--- config.mk ---
export PLATFORM = sky130hd
export DESIGN_NAME = stepper_trapezoid_ramp_gen_flat
export DESIGN_NICKNAME = d
export VERILOG_FILES = /design/src/hdl/srg_pkg.sv /design/src/hdl/srg_if.sv /design/src/hdl/stepper_trapezoid_ramp_gen.sv /design/src/flat_wrapper.sv
export SDC_FILE = /design/constraint.sdc
export NUM_CORES = 2
export LEC_CHECK = 0
export CAP_MARGIN = 0
export CELL_PAD_IN_SITES_DETAIL_PLACEMENT = 0
export CELL_PAD_IN_SITES_GLOBAL_PLACEMENT = 1
export CORE_UTILIZATION = 35
export DETAILED_ROUTE_END_ITERATION = 8
export DONT_BUFFER_PORTS = 1
export HOLD_SLACK_MARGIN = 0.03
export PLACE_DENSITY_LB_ADDON = 0.1
export SYNTH_ARGS = -nofsm -noshare
export SYNTH_HDL_FRONTEND = slang
export SYNTH_SLANG_ARGS = --single-unit
--- constraint.sdc ---
create_clock -name clk -period 14.6 [get_ports clk]
set_input_delay 2.19 -clock clk [delete_from_list [all_inputs] [get_ports clk]]
set_output_delay 2.19 -clock clk [all_outputs]
set_load 0.02 [all_outputs]
--- src/hdl/srg_pkg.sv ---
package srg_pkg;

	// Defaults for the top-level parameters.
	localparam int STEP_COUNT_BITS_DEF = 24;
	localparam int DELAY_BITS_DEF      = 16;
	localparam int PULSE_TICKS_DEF     = 10;

	// Configuration port geometry.
	localparam int CFG_DATA_W = 16;
	localparam int CFG_IDX_W  = 3;
	localparam int CHECK_W    = 16;

	// Register indexes on the configuration port.
	localparam logic [CFG_IDX_W-1:0] REG_MAX_DELAY      = 3'd0;
	localparam logic [CFG_IDX_W-1:0] REG_MIN_DELAY      = 3'd1;
	localparam logic [CFG_IDX_W-1:0] REG_ACCEL_RATE     = 3'd2;
	localparam logic [CFG_IDX_W-1:0] REG_DECEL_RATE     = 3'd3;
	localparam logic [CFG_IDX_W-1:0] REG_CHECK_INTERVAL = 3'd4;

	// Register values after reset.
	localparam logic [CFG_DATA_W-1:0] MAX_DELAY_RST      = 16'd2000;
	localparam logic [CFG_DATA_W-1:0] MIN_DELAY_RST      = 16'd500;
	localparam logic [CFG_DATA_W-1:0] ACCEL_RATE_RST     = 16'd10;
	localparam logic [CFG_DATA_W-1:0] DECEL_RATE_RST     = 16'd10;
	localparam logic [CHECK_W-1:0]    CHECK_INTERVAL_RST = 16'd10;

	// Shortest acceleration or braking ramp before the overlap fix.
	localparam int MIN_RAMP = 10;

	// Reason a move ended early.
	typedef enum logic [1:0] {
		CAUSE_NONE  = 2'd0,
		CAUSE_LIMIT = 2'd1,
		CAUSE_HALT  = 2'd2
	} abort_cause_t;

endpackage

--- src/hdl/srg_if.sv ---
// Tick channel: one word per microsecond tick.
interface srg_tick_if #(
	parameter int STEP_COUNT_BITS = srg_pkg::STEP_COUNT_BITS_DEF
);
	import srg_pkg::*;

	logic                       valid;
	logic                       ready;
	logic                       start_move;
	logic [STEP_COUNT_BITS-1:0] step_total;
	logic                       move_direction;
	logic                       limit_hit;
	logic                       stop_request;
	logic                       alarm_critical;

	modport source (
		output valid, start_move, step_total, move_direction,
		       limit_hit, stop_request, alarm_critical,
		input  ready
	);
	modport sink (
		input  valid, start_move, step_total, move_direction,
		       limit_hit, stop_request, alarm_critical,
		output ready
	);
endinterface

// Result channel: one word per tick.
interface srg_result_if #(
	parameter int DELAY_BITS = srg_pkg::DELAY_BITS_DEF
);
	import srg_pkg::*;

	logic                  valid;
	logic                  ready;
	logic                  step_pulse;
	logic                  dir_level;
	logic                  busy_res;
	logic                  move_done;
	logic                  move_aborted;
	abort_cause_t          abort_cause;
	logic [DELAY_BITS-1:0] step_period;

	modport source (
		output valid, step_pulse, dir_level, busy_res, move_done,
		       move_aborted, abort_cause, step_period,
		input  ready
	);
	modport sink (
		input  valid, step_pulse, dir_level, busy_res, move_done,
		       move_aborted, abort_cause, step_period,
		output ready
	);
endinterface

--- src/hdl/stepper_trapezoid_ramp_gen.sv ---
// An accepted tick word passes the input, divide and state stage registers on its way to its result word.
// Throughput: one tick word per cycle unless result.ready stalls; the output register and
// per-stage valids let a new word enter while a finished result still waits.
// The step-count split uses one reciprocal multiplier in the second stage.
// Reset (arst_n low, asynchronous) idles the axis, clears all counters and loads register defaults.
module stepper_trapezoid_ramp_gen #(
	parameter int STEP_COUNT_BITS = srg_pkg::STEP_COUNT_BITS_DEF,
	parameter int DELAY_BITS      = srg_pkg::DELAY_BITS_DEF,
	parameter int PULSE_TICKS     = srg_pkg::PULSE_TICKS_DEF
) (
	input  logic                          clk,
	input  logic                          arst_n,
	input  logic                          cfg_wr_en,
	input  logic [srg_pkg::CFG_IDX_W-1:0] cfg_index,
	input  logic [srg_pkg::CFG_DATA_W-1:0] cfg_wdata,
	srg_tick_if.sink                      tick,
	srg_result_if.source                  result
);
	import srg_pkg::*;

	localparam int N  = STEP_COUNT_BITS;
	localparam int DB = DELAY_BITS;
	// Width for delay arithmetic: wide enough for delays and registers plus a carry.
	localparam int AW = ((DB > CFG_DATA_W) ? DB : CFG_DATA_W) + 1;
	// Rounded-up reciprocal of 5; the same constant gives exact /5 and /10.
	localparam logic [N:0]    RECIP5     = (N + 1)'((64'd1 << (N + 3)) / 64'd5 + 64'd1);
	localparam logic [DB:0]   PULSE_LEN  = (DB + 1)'(PULSE_TICKS);
	localparam logic [N-1:0]  MIN_RAMP_N = N'(MIN_RAMP);

	typedef enum logic [1:0] {
		PH_IDLE,
		PH_ACCEL,
		PH_CRUISE,
		PH_BRAKE
	} phase_t;

	// Configuration registers.
	logic [CFG_DATA_W-1:0] max_delay_q, min_delay_q, accel_rate_q, decel_rate_q;
	logic [CHECK_W-1:0]    check_interval_q;

	// Pipeline control.
	logic out_valid_q, s1_valid, s2_valid;
	logic out_free, s2_move, s2_free, s1_free, take;

	// Stage payloads.
	logic         s1_start, s1_dir, s1_limit, s1_stop, s1_alarm;
	logic [N-1:0] s1_total;
	logic         s2_start, s2_dir, s2_limit, s2_stop, s2_alarm;
	logic [N-1:0] s2_total, s2_q5, s2_q10;
	logic [2*N:0] recip_prod;

	// Axis state.
	phase_t          phase_q;
	logic [N-1:0]    left_q, cruise_q, brake_q;
	logic [DB-1:0]   delay_q, tick_q;
	logic [CHECK_W-1:0] check_cnt_q;
	logic            dir_q;

	// Registered result word.
	logic            pulse_q, busy_q, done_q, aborted_q;
	abort_cause_t    cause_q;
	logic [DB-1:0]   period_q;

	// Move plan.
	logic [N-1:0] acc_c, brk_c, acc_plan, brk_plan, cru_plan;
	logic [N:0]   ramp_sum;

	// Next-state logic.
	logic            start_go, running;
	phase_t          ph0, ph_n;
	logic [N-1:0]    left0, cru0, brk0, left_n;
	logic [DB-1:0]   delay0, tick0, delay_n, tick_n, period_n;
	logic [CHECK_W-1:0] cc0, cc_inc, cc_n;
	logic            dir0, pulse_n, done_n, abort_n;
	abort_cause_t    cause_n;
	logic [DB:0]     tick_inc, step_len, cur_len;
	logic [AW-1:0]   d_ext, mn_ext, mx_ext, brake_sum, ramp_delay;

	// Configuration writes; indexes beyond the list are dropped.
	always_ff @(posedge clk or negedge arst_n) begin
		if (!arst_n) begin
			max_delay_q      <= MAX_DELAY_RST;
			min_delay_q      <= MIN_DELAY_RST;
			accel_rate_q     <= ACCEL_RATE_RST;
			decel_rate_q     <= DECEL_RATE_RST;
			check_interval_q <= CHECK_INTERVAL_RST;
		end else if (cfg_wr_en) begin
			unique case (cfg_index)
				REG_MAX_DELAY:      max_delay_q      <= cfg_wdata;
				REG_MIN_DELAY:      min_delay_q      <= cfg_wdata;
				REG_ACCEL_RATE:     accel_rate_q     <= cfg_wdata;
				REG_DECEL_RATE:     decel_rate_q     <= cfg_wdata;
				REG_CHECK_INTERVAL: check_interval_q <= CHECK_W'(cfg_wdata);
				default: ;
			endcase
		end
	end

	// Each stage moves on when the next one is empty or moving.
	assign out_free   = !out_valid_q || result.ready;
	assign s2_move    = s2_valid && out_free;
	assign s2_free    = !s2_valid || out_free;
	assign s1_free    = !s1_valid || s2_free;
	assign take       = tick.valid && s1_free;
	assign tick.ready = s1_free;

	always_ff @(posedge clk or negedge arst_n) begin
		if (!arst_n) begin
			s1_valid <= 1'b0;
			s2_valid <= 1'b0;
		end else begin
			if (s1_free) s1_valid <= tick.valid;
			if (s2_free) s2_valid <= s1_valid;
		end
	end

	// Input register.
	always_ff @(posedge clk) begin
		if (take) begin
			s1_start <= tick.start_move;
			s1_total <= tick.step_total;
			s1_dir   <= tick.move_direction;
			s1_limit <= tick.limit_hit;
			s1_stop  <= tick.stop_request;
			s1_alarm <= tick.alarm_critical;
		end
	end

	// Divide the step count by 5 and by 10 through one reciprocal multiply.
	assign recip_prod = (2 * N + 1)'(s1_total) * (2 * N + 1)'(RECIP5);

	always_ff @(posedge clk) begin
		if (s1_free && s1_valid) begin
			s2_start <= s1_start;
			s2_total <= s1_total;
			s2_dir   <= s1_dir;
			s2_limit <= s1_limit;
			s2_stop  <= s1_stop;
			s2_alarm <= s1_alarm;
			s2_q5    <= N'(recip_prod >> (N + 3));
			s2_q10   <= N'(recip_prod >> (N + 4));
		end
	end

	// Split the move into ramps and cruise; overlapping ramps share the move half and half.
	always_comb begin
		acc_c    = (s2_q5 < MIN_RAMP_N) ? MIN_RAMP_N : s2_q5;
		brk_c    = (s2_q10 < MIN_RAMP_N) ? MIN_RAMP_N : s2_q10;
		ramp_sum = {1'b0, acc_c} + {1'b0, brk_c};
		if (ramp_sum > {1'b0, s2_total}) begin
			acc_plan = s2_total >> 1;
			brk_plan = s2_total - acc_plan;
			cru_plan = '0;
		end else begin
			acc_plan = acc_c;
			brk_plan = brk_c;
			cru_plan = s2_total - acc_c - brk_c;
		end
	end

	// Per-tick step sequencing, checks and pulse generation.
	always_comb begin
		start_go = (phase_q == PH_IDLE) && s2_start;
		if (start_go) begin
			ph0    = PH_ACCEL;
			left0  = acc_plan;
			cru0   = cru_plan;
			brk0   = brk_plan;
			delay0 = DB'(max_delay_q);
			tick0  = '0;
			cc0    = '0;
			dir0   = s2_dir;
		end else begin
			ph0    = phase_q;
			left0  = left_q;
			cru0   = cruise_q;
			brk0   = brake_q;
			delay0 = delay_q;
			tick0  = tick_q;
			cc0    = check_cnt_q;
			dir0   = dir_q;
		end

		ph_n     = ph0;
		left_n   = left0;
		tick_n   = tick0;
		cc_n     = cc0;
		cc_inc   = cc0 + CHECK_W'(1);
		pulse_n  = 1'b0;
		done_n   = 1'b0;
		abort_n  = 1'b0;
		cause_n  = CAUSE_NONE;
		period_n = '0;
		running  = 1'b0;
		tick_inc = {1'b0, tick0} + (DB + 1)'(1);
		step_len = ({1'b0, delay0} < PULSE_LEN) ? PULSE_LEN : {1'b0, delay0};

		if (ph0 != PH_IDLE) begin
			running = 1'b1;
			if (tick0 == '0) begin
				// Skip over phases that have no steps left.
				if (left0 == '0) begin
					unique case (ph0)
						PH_ACCEL: begin
							if (cru0 != '0) begin
								ph_n   = PH_CRUISE;
								left_n = cru0;
							end else if (brk0 != '0) begin
								ph_n   = PH_BRAKE;
								left_n = brk0;
							end else begin
								ph_n = PH_IDLE;
							end
						end
						PH_CRUISE: begin
							if (brk0 != '0) begin
								ph_n   = PH_BRAKE;
								left_n = brk0;
							end else begin
								ph_n = PH_IDLE;
							end
						end
						default: ph_n = PH_IDLE;
					endcase
				end
				if (ph_n == PH_IDLE) begin
					done_n  = 1'b1;
					running = 1'b0;
				end else begin
					// Stop and alarm are sampled every check_interval steps, limit every step.
					cc_n = cc_inc;
					if (cc_inc >= check_interval_q) begin
						if (s2_stop || s2_alarm) begin
							abort_n = 1'b1;
							cause_n = CAUSE_HALT;
						end else begin
							cc_n = '0;
						end
					end
					if (!abort_n && s2_limit) begin
						abort_n = 1'b1;
						cause_n = CAUSE_LIMIT;
					end
					if (abort_n) begin
						ph_n    = PH_IDLE;
						tick_n  = '0;
						running = 1'b0;
					end else begin
						left_n = left_n - N'(1);
					end
				end
			end
			if (running) begin
				pulse_n  = ({1'b0, tick0} < PULSE_LEN);
				period_n = delay0;
				if (tick_inc >= step_len) tick_n = '0;
				else tick_n = DB'(tick_inc);
			end
		end
	end

	// Period update at the end of a step, clamped at the configured limits.
	always_comb begin
		d_ext      = AW'(delay0);
		mn_ext     = AW'(min_delay_q);
		mx_ext     = AW'(max_delay_q);
		brake_sum  = d_ext + AW'(decel_rate_q);
		ramp_delay = d_ext;
		if (ph_n == PH_ACCEL) begin
			if (d_ext > mn_ext) begin
				if (AW'(accel_rate_q) >= d_ext - mn_ext) ramp_delay = mn_ext;
				else ramp_delay = d_ext - AW'(accel_rate_q);
			end
		end else if (ph_n == PH_BRAKE) begin
			if (d_ext < mx_ext) begin
				ramp_delay = (brake_sum > mx_ext) ? mx_ext : brake_sum;
			end
		end
		delay_n = (running && tick_inc >= step_len) ? DB'(ramp_delay) : delay0;
	end

	// Axis state and the result register.
	always_ff @(posedge clk or negedge arst_n) begin
		if (!arst_n) begin
			out_valid_q <= 1'b0;
			phase_q     <= PH_IDLE;
			left_q      <= '0;
			cruise_q    <= '0;
			brake_q     <= '0;
			delay_q     <= '0;
			tick_q      <= '0;
			check_cnt_q <= '0;
			dir_q       <= 1'b0;
			pulse_q     <= 1'b0;
			busy_q      <= 1'b0;
			done_q      <= 1'b0;
			aborted_q   <= 1'b0;
			cause_q     <= CAUSE_NONE;
			period_q    <= '0;
		end else begin
			if (out_free) out_valid_q <= s2_valid;
			if (s2_move) begin
				phase_q     <= ph_n;
				left_q      <= left_n;
				cruise_q    <= cru0;
				brake_q     <= brk0;
				delay_q     <= delay_n;
				tick_q      <= tick_n;
				check_cnt_q <= cc_n;
				dir_q       <= dir0;
				pulse_q     <= pulse_n;
				busy_q      <= (ph_n != PH_IDLE);
				done_q      <= done_n;
				aborted_q   <= abort_n;
				cause_q     <= cause_n;
				period_q    <= period_n;
			end
		end
	end

	assign result.valid        = out_valid_q;
	assign result.step_pulse   = pulse_q;
	assign result.dir_level    = dir_q;
	assign result.busy_res     = busy_q;
	assign result.move_done    = done_q;
	assign result.move_aborted = aborted_q;
	assign result.abort_cause  = cause_q;
	assign result.step_period  = period_q;

	// Length of the step now running, for the checks below.
	assign cur_len = ({1'b0, delay_q} < PULSE_LEN) ? PULSE_LEN : {1'b0, delay_q};

	// A move cannot both finish and abort on one tick.
	a_done_abort_excl: assert property (@(posedge clk) disable iff (!arst_n)
		out_valid_q |-> !(done_q && aborted_q))
		else $error("move_done and move_aborted both set");

	// An abort word carries a cause, and only an abort word does.
	a_cause_match: assert property (@(posedge clk) disable iff (!arst_n)
		out_valid_q |-> (aborted_q == (cause_q != CAUSE_NONE)))
		else $error("abort_cause inconsistent with move_aborted");

	// An idle axis always restarts at the first tick of a step.
	a_idle_tick: assert property (@(posedge clk) disable iff (!arst_n)
		(phase_q == PH_IDLE) |-> (tick_q == '0))
		else $error("tick counter not cleared while idle");

	// The tick counter stays inside the current step.
	a_tick_range: assert property (@(posedge clk) disable iff (!arst_n)
		(phase_q != PH_IDLE) |-> ({1'b0, tick_q} < cur_len))
		else $error("tick counter ran past step length");

	// An idle axis never reports a running step.
	a_idle_quiet: assert property (@(posedge clk) disable iff (!arst_n)
		(out_valid_q && !busy_q) |-> (!pulse_q && period_q == '0))
		else $error("step output while idle");

endmodule

--- src/flat_wrapper.sv ---
// flat-port wrapper written by rule: the top's interface ports become plain ports
module stepper_trapezoid_ramp_gen_flat import srg_pkg::*;
#(
	parameter int STEP_COUNT_BITS = srg_pkg::STEP_COUNT_BITS_DEF,
	parameter int DELAY_BITS      = srg_pkg::DELAY_BITS_DEF,
	parameter int PULSE_TICKS     = srg_pkg::PULSE_TICKS_DEF
)
  (clk, arst_n, cfg_wr_en, cfg_index, cfg_wdata, tick_valid, tick_start_move, tick_step_total, tick_move_direction, tick_limit_hit, tick_stop_request, tick_alarm_critical, tick_ready, result_valid, result_step_pulse, result_dir_level, result_busy_res, result_move_done, result_move_aborted, result_abort_cause, result_step_period, result_ready);
  srg_tick_if #(.STEP_COUNT_BITS(STEP_COUNT_BITS)) tick_i ();
  srg_result_if #(.DELAY_BITS(DELAY_BITS)) result_i ();
  input  logic clk;
  input  logic arst_n;
  input  logic cfg_wr_en;
  input  logic [srg_pkg::CFG_IDX_W-1:0] cfg_index;
  input  logic [srg_pkg::CFG_DATA_W-1:0] cfg_wdata;
  input wire logic [$bits(tick_i.valid)-1:0] tick_valid;
  input wire logic [$bits(tick_i.start_move)-1:0] tick_start_move;
  input wire logic [$bits(tick_i.step_total)-1:0] tick_step_total;
  input wire logic [$bits(tick_i.move_direction)-1:0] tick_move_direction;
  input wire logic [$bits(tick_i.limit_hit)-1:0] tick_limit_hit;
  input wire logic [$bits(tick_i.stop_request)-1:0] tick_stop_request;
  input wire logic [$bits(tick_i.alarm_critical)-1:0] tick_alarm_critical;
  output wire logic [$bits(tick_i.ready)-1:0] tick_ready;
  output wire logic [$bits(result_i.valid)-1:0] result_valid;
  output wire logic [$bits(result_i.step_pulse)-1:0] result_step_pulse;
  output wire logic [$bits(result_i.dir_level)-1:0] result_dir_level;
  output wire logic [$bits(result_i.busy_res)-1:0] result_busy_res;
  output wire logic [$bits(result_i.move_done)-1:0] result_move_done;
  output wire logic [$bits(result_i.move_aborted)-1:0] result_move_aborted;
  output wire logic [$bits(result_i.abort_cause)-1:0] result_abort_cause;
  output wire logic [$bits(result_i.step_period)-1:0] result_step_period;
  input wire logic [$bits(result_i.ready)-1:0] result_ready;
  assign tick_i.valid = tick_valid;
  assign tick_i.start_move = tick_start_move;
  assign tick_i.step_total = tick_step_total;
  assign tick_i.move_direction = tick_move_direction;
  assign tick_i.limit_hit = tick_limit_hit;
  assign tick_i.stop_request = tick_stop_request;
  assign tick_i.alarm_critical = tick_alarm_critical;
  assign tick_ready = tick_i.ready;
  assign result_valid = result_i.valid;
  assign result_step_pulse = result_i.step_pulse;
  assign result_dir_level = result_i.dir_level;
  assign result_busy_res = result_i.busy_res;
  assign result_move_done = result_i.move_done;
  assign result_move_aborted = result_i.move_aborted;
  assign result_abort_cause = result_i.abort_cause;
  assign result_step_period = result_i.step_period;
  assign result_i.ready = result_ready;
  stepper_trapezoid_ramp_gen #(.STEP_COUNT_BITS(STEP_COUNT_BITS), .DELAY_BITS(DELAY_BITS), .PULSE_TICKS(PULSE_TICKS)) u_core (.clk(clk), .arst_n(arst_n), .cfg_wr_en(cfg_wr_en), .cfg_index(cfg_index), .cfg_wdata(cfg_wdata), .tick(tick_i), .result(result_i));
endmodule
* Word-level counts from Yosys, hierarchy flattened *
Index checks and enable logic that the tools add are counted.

operators by class
  reduce and logical (&&, ||, !) cells = 29
  eq/ne operators = 8
  muxes and demuxes = 81
  multipliers = 1
  $lt $le $gt $ge = 11
  add/subtract/negate cells = 10

operators by type and width
  operator                                                                        count
  16-bit two-way mux                                                              24
  24-bit two-way mux                                                              15
  24-bit by 24-bit multiplier with 48-bit output (second input constant)          1
  24-bit one-hot mux with 2 select lines                                          1
  24-bit nonzero test                                                             2
  24-bit subtractor                                                               2
  16-bit by 4-bit less-than comparator with 1-bit output (second input constant)  2
  2-bit two-way mux                                                               16
  24-bit by 24-bit adder with 25-bit output                                       1
  25-bit by 24-bit greater-than comparator with 1-bit output                      1
  24-bit zero test                                                                1
  24-bit by 1-bit subtractor with 24-bit output (second input constant)           1
  24-bit by 23-bit subtractor with 24-bit output                                  1
  22-bit by 4-bit less-than comparator with 1-bit output (second input constant)  1
  1-bit two-way mux                                                               22
  22-bit two-way mux                                                              1
  21-bit by 4-bit less-than comparator with 1-bit output (second input constant)  1
  21-bit two-way mux                                                              1
  16-bit by 1-bit adder with 17-bit output (second input constant)                1
  16-bit by 16-bit adder with 17-bit output                                       1
  16-bit by 17-bit greater-or-equal comparator with 1-bit output                  1
  17-bit greater-or-equal comparator                                              1
  17-bit by 16-bit greater-than comparator with 1-bit output                      1
  16-bit by 16-bit subtractor with 17-bit output                                  1
  other kinds (19)                                                                40

storage, ports and cells
  word-level logic and storage cells = 176
  output and inout port bits = 25
  input bits = 53
  register bits after elaboration = 329

* Logic depth before layout (Yosys ltp) *
  depth after elaboration = 31
  mapped depth = 43
  gate-level depth less buffers = 40

* Worst setup path before layout *
No wires, ideal clock.

  path type = register to register
  from = register u_core.s2_q5[20]
  to = register u_core.left_q[12]
  arrival = 9460 ps
  data required time = 14531 ps
  buffers on the path = 3
  period minus slack after synthesis = 9528 ps
  setup time = 69 ps
  stages on the path, launching flop included = 44
  slack = 5072 ps
  cells stage by stage = edfxtp_1 > nor4_1 > nand4_1 > nor3_1 > a21o_1 > inv_1 > ha_1 > fa_1 > a21o_1 > a21oi_1 > o21bai_1 > a21oi_1 > o21bai_1 > a21oi_1 > nor2b_1 > o21a_1 > o31a_1 > o41ai_1 > (+8 left out) > o2111ai_1 > and2_1 > buf_6 > a21oi_4 > buf_6 > nor4_2 > or3_4 > o311ai_4 > nand3_4 > and2_1 > buf_6 > a221oi_1 > ha_1 > o211ai_1 > or4_4 > or3_1 > or3_1 > nand3_1

between the ends
  cells in the longest elaborated chain, start to end = 18
  elaborated cells between the ends (all ways) = 33
  classes of those cells = 4 x add/sub; 2 x order compare; 23 x mux; 4 x reduce/logical

ends and longest elaborated chain
  element                                                     line                                                                  source
  from (decl)                                                 stepper_trapezoid_ramp_gen.sv:49                                      logic [N-1:0] s2_total, s2_q5, s2_q10;
  from (signal assigned)                                      stepper_trapezoid_ramp_gen.sv:140                                     s2_q5 <= N'(recip_prod >> (N + 3));
  22-bit by 4-bit less-than comparator with 1-bit output      stepper_trapezoid_ramp_gen.sv:147                                     acc_c = (s2_q5 < MIN_RAMP_N) ? MIN_RAMP_N : s2_q5;
  22-bit two-way mux *                                        stepper_trapezoid_ramp_gen.sv:147
  24-bit by 24-bit adder with 25-bit output                   stepper_trapezoid_ramp_gen.sv:149                                     ramp_sum = {1'b0, acc_c} + {1'b0, brk_c};
  25-bit by 24-bit greater-than comparator with 1-bit output  stepper_trapezoid_ramp_gen.sv:150                                     if (ramp_sum > {1'b0, s2_total}) begin
  24-bit two-way mux                                          stepper_trapezoid_ramp_gen.sv:150
  24-bit two-way mux                                          stepper_trapezoid_ramp_gen.sv:164                                     if (start_go) begin
  24-bit nonzero test                                         stepper_trapezoid_ramp_gen.sv:208, stepper_trapezoid_ramp_gen.sv:216
  24-bit two-way mux                                          stepper_trapezoid_ramp_gen.sv:208, stepper_trapezoid_ramp_gen.sv:216
  (+2 left out)                                               -
  24-bit two-way mux                                          stepper_trapezoid_ramp_gen.sv:202                                     if (left0 == '0) begin
  24-bit two-way mux                                          stepper_trapezoid_ramp_gen.sv:200                                     if (tick0 == '0) begin
  24-bit two-way mux                                          stepper_trapezoid_ramp_gen.sv:198                                     if (ph0 != PH_IDLE) begin
  24-bit by 1-bit subtractor with 24-bit output               stepper_trapezoid_ramp_gen.sv:249                                     left_n = left_n - N'(1);
  24-bit two-way mux                                          stepper_trapezoid_ramp_gen.sv:244                                     if (abort_n) begin
  24-bit two-way mux                                          stepper_trapezoid_ramp_gen.sv:226                                     if (ph_n == PH_IDLE) begin
  24-bit two-way mux                                          stepper_trapezoid_ramp_gen.sv:200
  24-bit two-way mux *                                        stepper_trapezoid_ramp_gen.sv:198
  to (signal assigned)                                        stepper_trapezoid_ramp_gen.sv:304                                     left_q <= left_n;
  to (decl)                                                   stepper_trapezoid_ramp_gen.sv:54                                      logic [N-1:0] left_q, cruise_q, brake_q;

Mark *: on every way between the ends. The rest lies on a longest branch, timed or not. The select of a mux whose other input is x is not followed.
A chain may end at the register's enable or synchronous reset.

* Worst setup path in the final report *
Ends and elaborated chain as after synthesis.

==> results.toml <==
[timing]
fin_crit_ns = 12.06
rsz0062_at_grt = "false"
setup_viol = 0
post-route-period-util_pct = 82.58
tns_ns = 0
timing.fmax_ghz = 0.08294
drv_slew = 0
tightestPinTransition_ns = 1.177
skew_ns = 0.05477
slew_headroom_pct = 20.80
hold_viol_final = 0

[drt]
drc = 0
routed_via_density = 5.381
drtIter0Drc = 2057
detail-route-antenna-nets = 0
routed_wl_mm = 119.8
dr.pass1.iters = 5
routedWlPerCell_um = 23.56
via_count = 27370

[yosys]
synth_cell_types = 88
synthArstFlopShare_pct = 74.03
syn_avg_cell_area_sq_um = 8.988
synth-seq-cells = 308
synth_edf_count = 80
ys.flop_type = "dfrtp_1"
synth.most_common_cell = "inv_1"
syn_area_sq_um = 34570
synth_top_area_share_pct = 18.17
syn_nets = 4647
seq_area_frac_synth_pct = 23.52
synth_largest_area_cell = "ha_1"
syn_inst = 3846
synthTopCellsByArea = "ha_1 18%, dfrtp_1 15%, fa_1 14%, edfxtp_1 6.9%, inv_1 6.1%"
ys_warn_count = 0
synth_commonest_cells = "562 x inv_1, 502 x ha_1, 326 x nand2_1"

[status]
outcome = "completed"

[floorplanning]
rows = 114
die_height_um = 316.3
fp.dieW_um = 316.3
die-area_sq_um = 100000
core_area_sq_um = 97280
start_util_pct = 35.53
ioPinCount = 78

[layout]
drive_above_1_share_pct = 6.014
finalNonFillerCells = 5086
final_area_sq_um = 37540
nets = 4573
synthToLayoutAreaGrowth_pct = 8.597

[clocking]
worstSkewPairLatency_ns = 0.65
postCtsSetupBuffers = 0
clk_pin_slew_worst_paths_ns = 0.06
cts_resized = 0
cts_num_sinks = 308
cts_hold_buf = 0
h-tree-depth = 2
numCtsBuffers = 45
clockRootBuffer = "clkbuf_16"
cts_tree = "built"
cts.path.max_buffers = 3

[global_routing]
grt_max_degree = 229
grt_pass1_wl_mm = 179.4
grtUsageTotal_pct = 24.11
antenna_found_initial = 4
grt_overflow = 0
grt_pass1_vias = 27150

[critical_path]
start_kind = "flip-flop"
required_ns = 15.16
end_kind = "flip-flop"
cp_common_cell = "a21oi_1"
cpPeakStageDelay_ns = 0.66
r2r_cells = 42
cp_max_fo = 32
criticalPathCategory = "reg2reg"
crit_arrival_ns = 12.62
crit_path_top_delay_cell = "o41ai_1"

[job]
cap_violations = 0

[placement]
placed_area_sq_um = 35900
dpl.hpwl_mm = 96.74
gp_congestion = 0.9228
placed_cells = 5001
port_buffers = 0

[min_path]
holdPathStages = 0
hold_path_class = "reg2reg"
==> metrics by stage <==
step | setup slack [ns] | utilization (%) | hold WS (ns)
after global placement | 2.758 | 36.91 | 0.4039
final | 2.543 | 38.59 | 0.4188
after floorplan | 5.072 | - | 0.4003
after detailed placement | 2.629 | 36.91 | 0.4152
after global routing | 1.709 | 38.58 | 0.4306
after CTS | 2.598 | 38.58 | 0.4242
==> cell type report <==
| cell class | instances | area, sq um |
|---|---|---|
| tap | 1276 | 1597 |
| clock inverter | 27 | 412.9 |
| fill | 9914 | 59740 |
| clock buffer | 56 | 1219 |
| multi-input combinational | 2819 | 23780 |
| sequential | 308 | 8130 |
| inverter | 562 | 2110 |
| antenna | 2 | 5.005 |
| timing repair buffer | 36 | 282.8 |
==> registers in the layout, indices dropped and copies added, names as in the netlist, 22 cells and up <==
signal,cells
u_core.brake_q,24
u_core.s2_q5,22
u_core.s1_total,24
u_core.s2_total,24
u_core.cruise_q,24
u_core.left_q,24
==> kinds of logic after synthesis <==
family	after synthesis	share of synthesized area [%]
AO/OA/AOI/OAI	897	16.84
XOR/XNOR	142	3.598
adder cells (fa/ha/maj)	748	32.42
buffers and inverters	719	7.905
flip-flops	308	23.52
multiplexers	73	2.273
AND/OR/NAND/NOR	959	13.45
==> critical path: cells and delay by family, from the launching register on <==
kind | cells | cell delay, ns
DFF | 1 | 0.53
buffers and inverters | 3 | 0.84
and+or+nand+nor | 16 | 4.54
adders and majority gates | 4 | 1.15
AOI/OAI and AO/OA | 19 | 4.89
==> layer usage <==
layer	vias up	track usage (%)	part of all wire, %
met3	132	3.453	4.8
met2	617	37.29	44
met4	2	5.212	2.2
met5	-	0	0.011
met1	13470	35.46	49
li1	13150	-	-
==> layout by cell type, fill, tap and decap left out, types with 27 or more instances in the layout <==
master	synthesis	final
a22o_1	27	27
mux2i_1	29	29
clkbuf_16	0	46
edfxtp_1	80	80
nand2_1	326	324
ha_1	502	502
a31oi_1	33	33
o31ai_1	28	28
mux2_2	44	44
nand3_1	75	75
nor2b_1	33	33
xnor2_1	91	91
xor2_1	51	51
a211oi_1	33	33
a21o_1	66	66
nor2_1	214	214
or3_1	27	27
o211ai_1	33	33
a21oi_1	195	195
nor3_1	68	67
o21a_1	42	42
dfrtp_1	210	210
inv_1	562	562
buf_4	1	35
fa_1	246	246
o21ai_0	253	252
nand2b_1	34	34
nor4_1	31	31
nand4_1	45	45
==> final timing paths <==
| kind | startpoint | end | slack, ns |
|---|---|---|---|
| max in group asynchronous | arst_n | u_core.result.abort_cause[0]$_DFFE_PN0P_ | 12.71 |
| worst max-delay path | u_core.s2_q5[20]$_DFFE_PP_ | u_core.left_q[12]$_DFFE_PN0P_ | 2.54 |
| worst min register to register | u_core.s1_stop$_DFFE_PP_ | u_core.s2_stop$_DFFE_PP_ | 0.42 |
| worst max register to register | u_core.s2_q5[20]$_DFFE_PP_ | u_core.left_q[12]$_DFFE_PN0P_ | 2.54 |
| min in group asynchronous | arst_n | u_core.cruise_q[1]$_DFFE_PN0P_ | 1.26 |
| worst min-delay path | u_core.s1_stop$_DFFE_PP_ | u_core.s2_stop$_DFFE_PP_ | 0.42 |
Power is left out: the tool's default activity adds up to more than one toggle a clock period on the data nets, which glitch-free logic cannot reach.
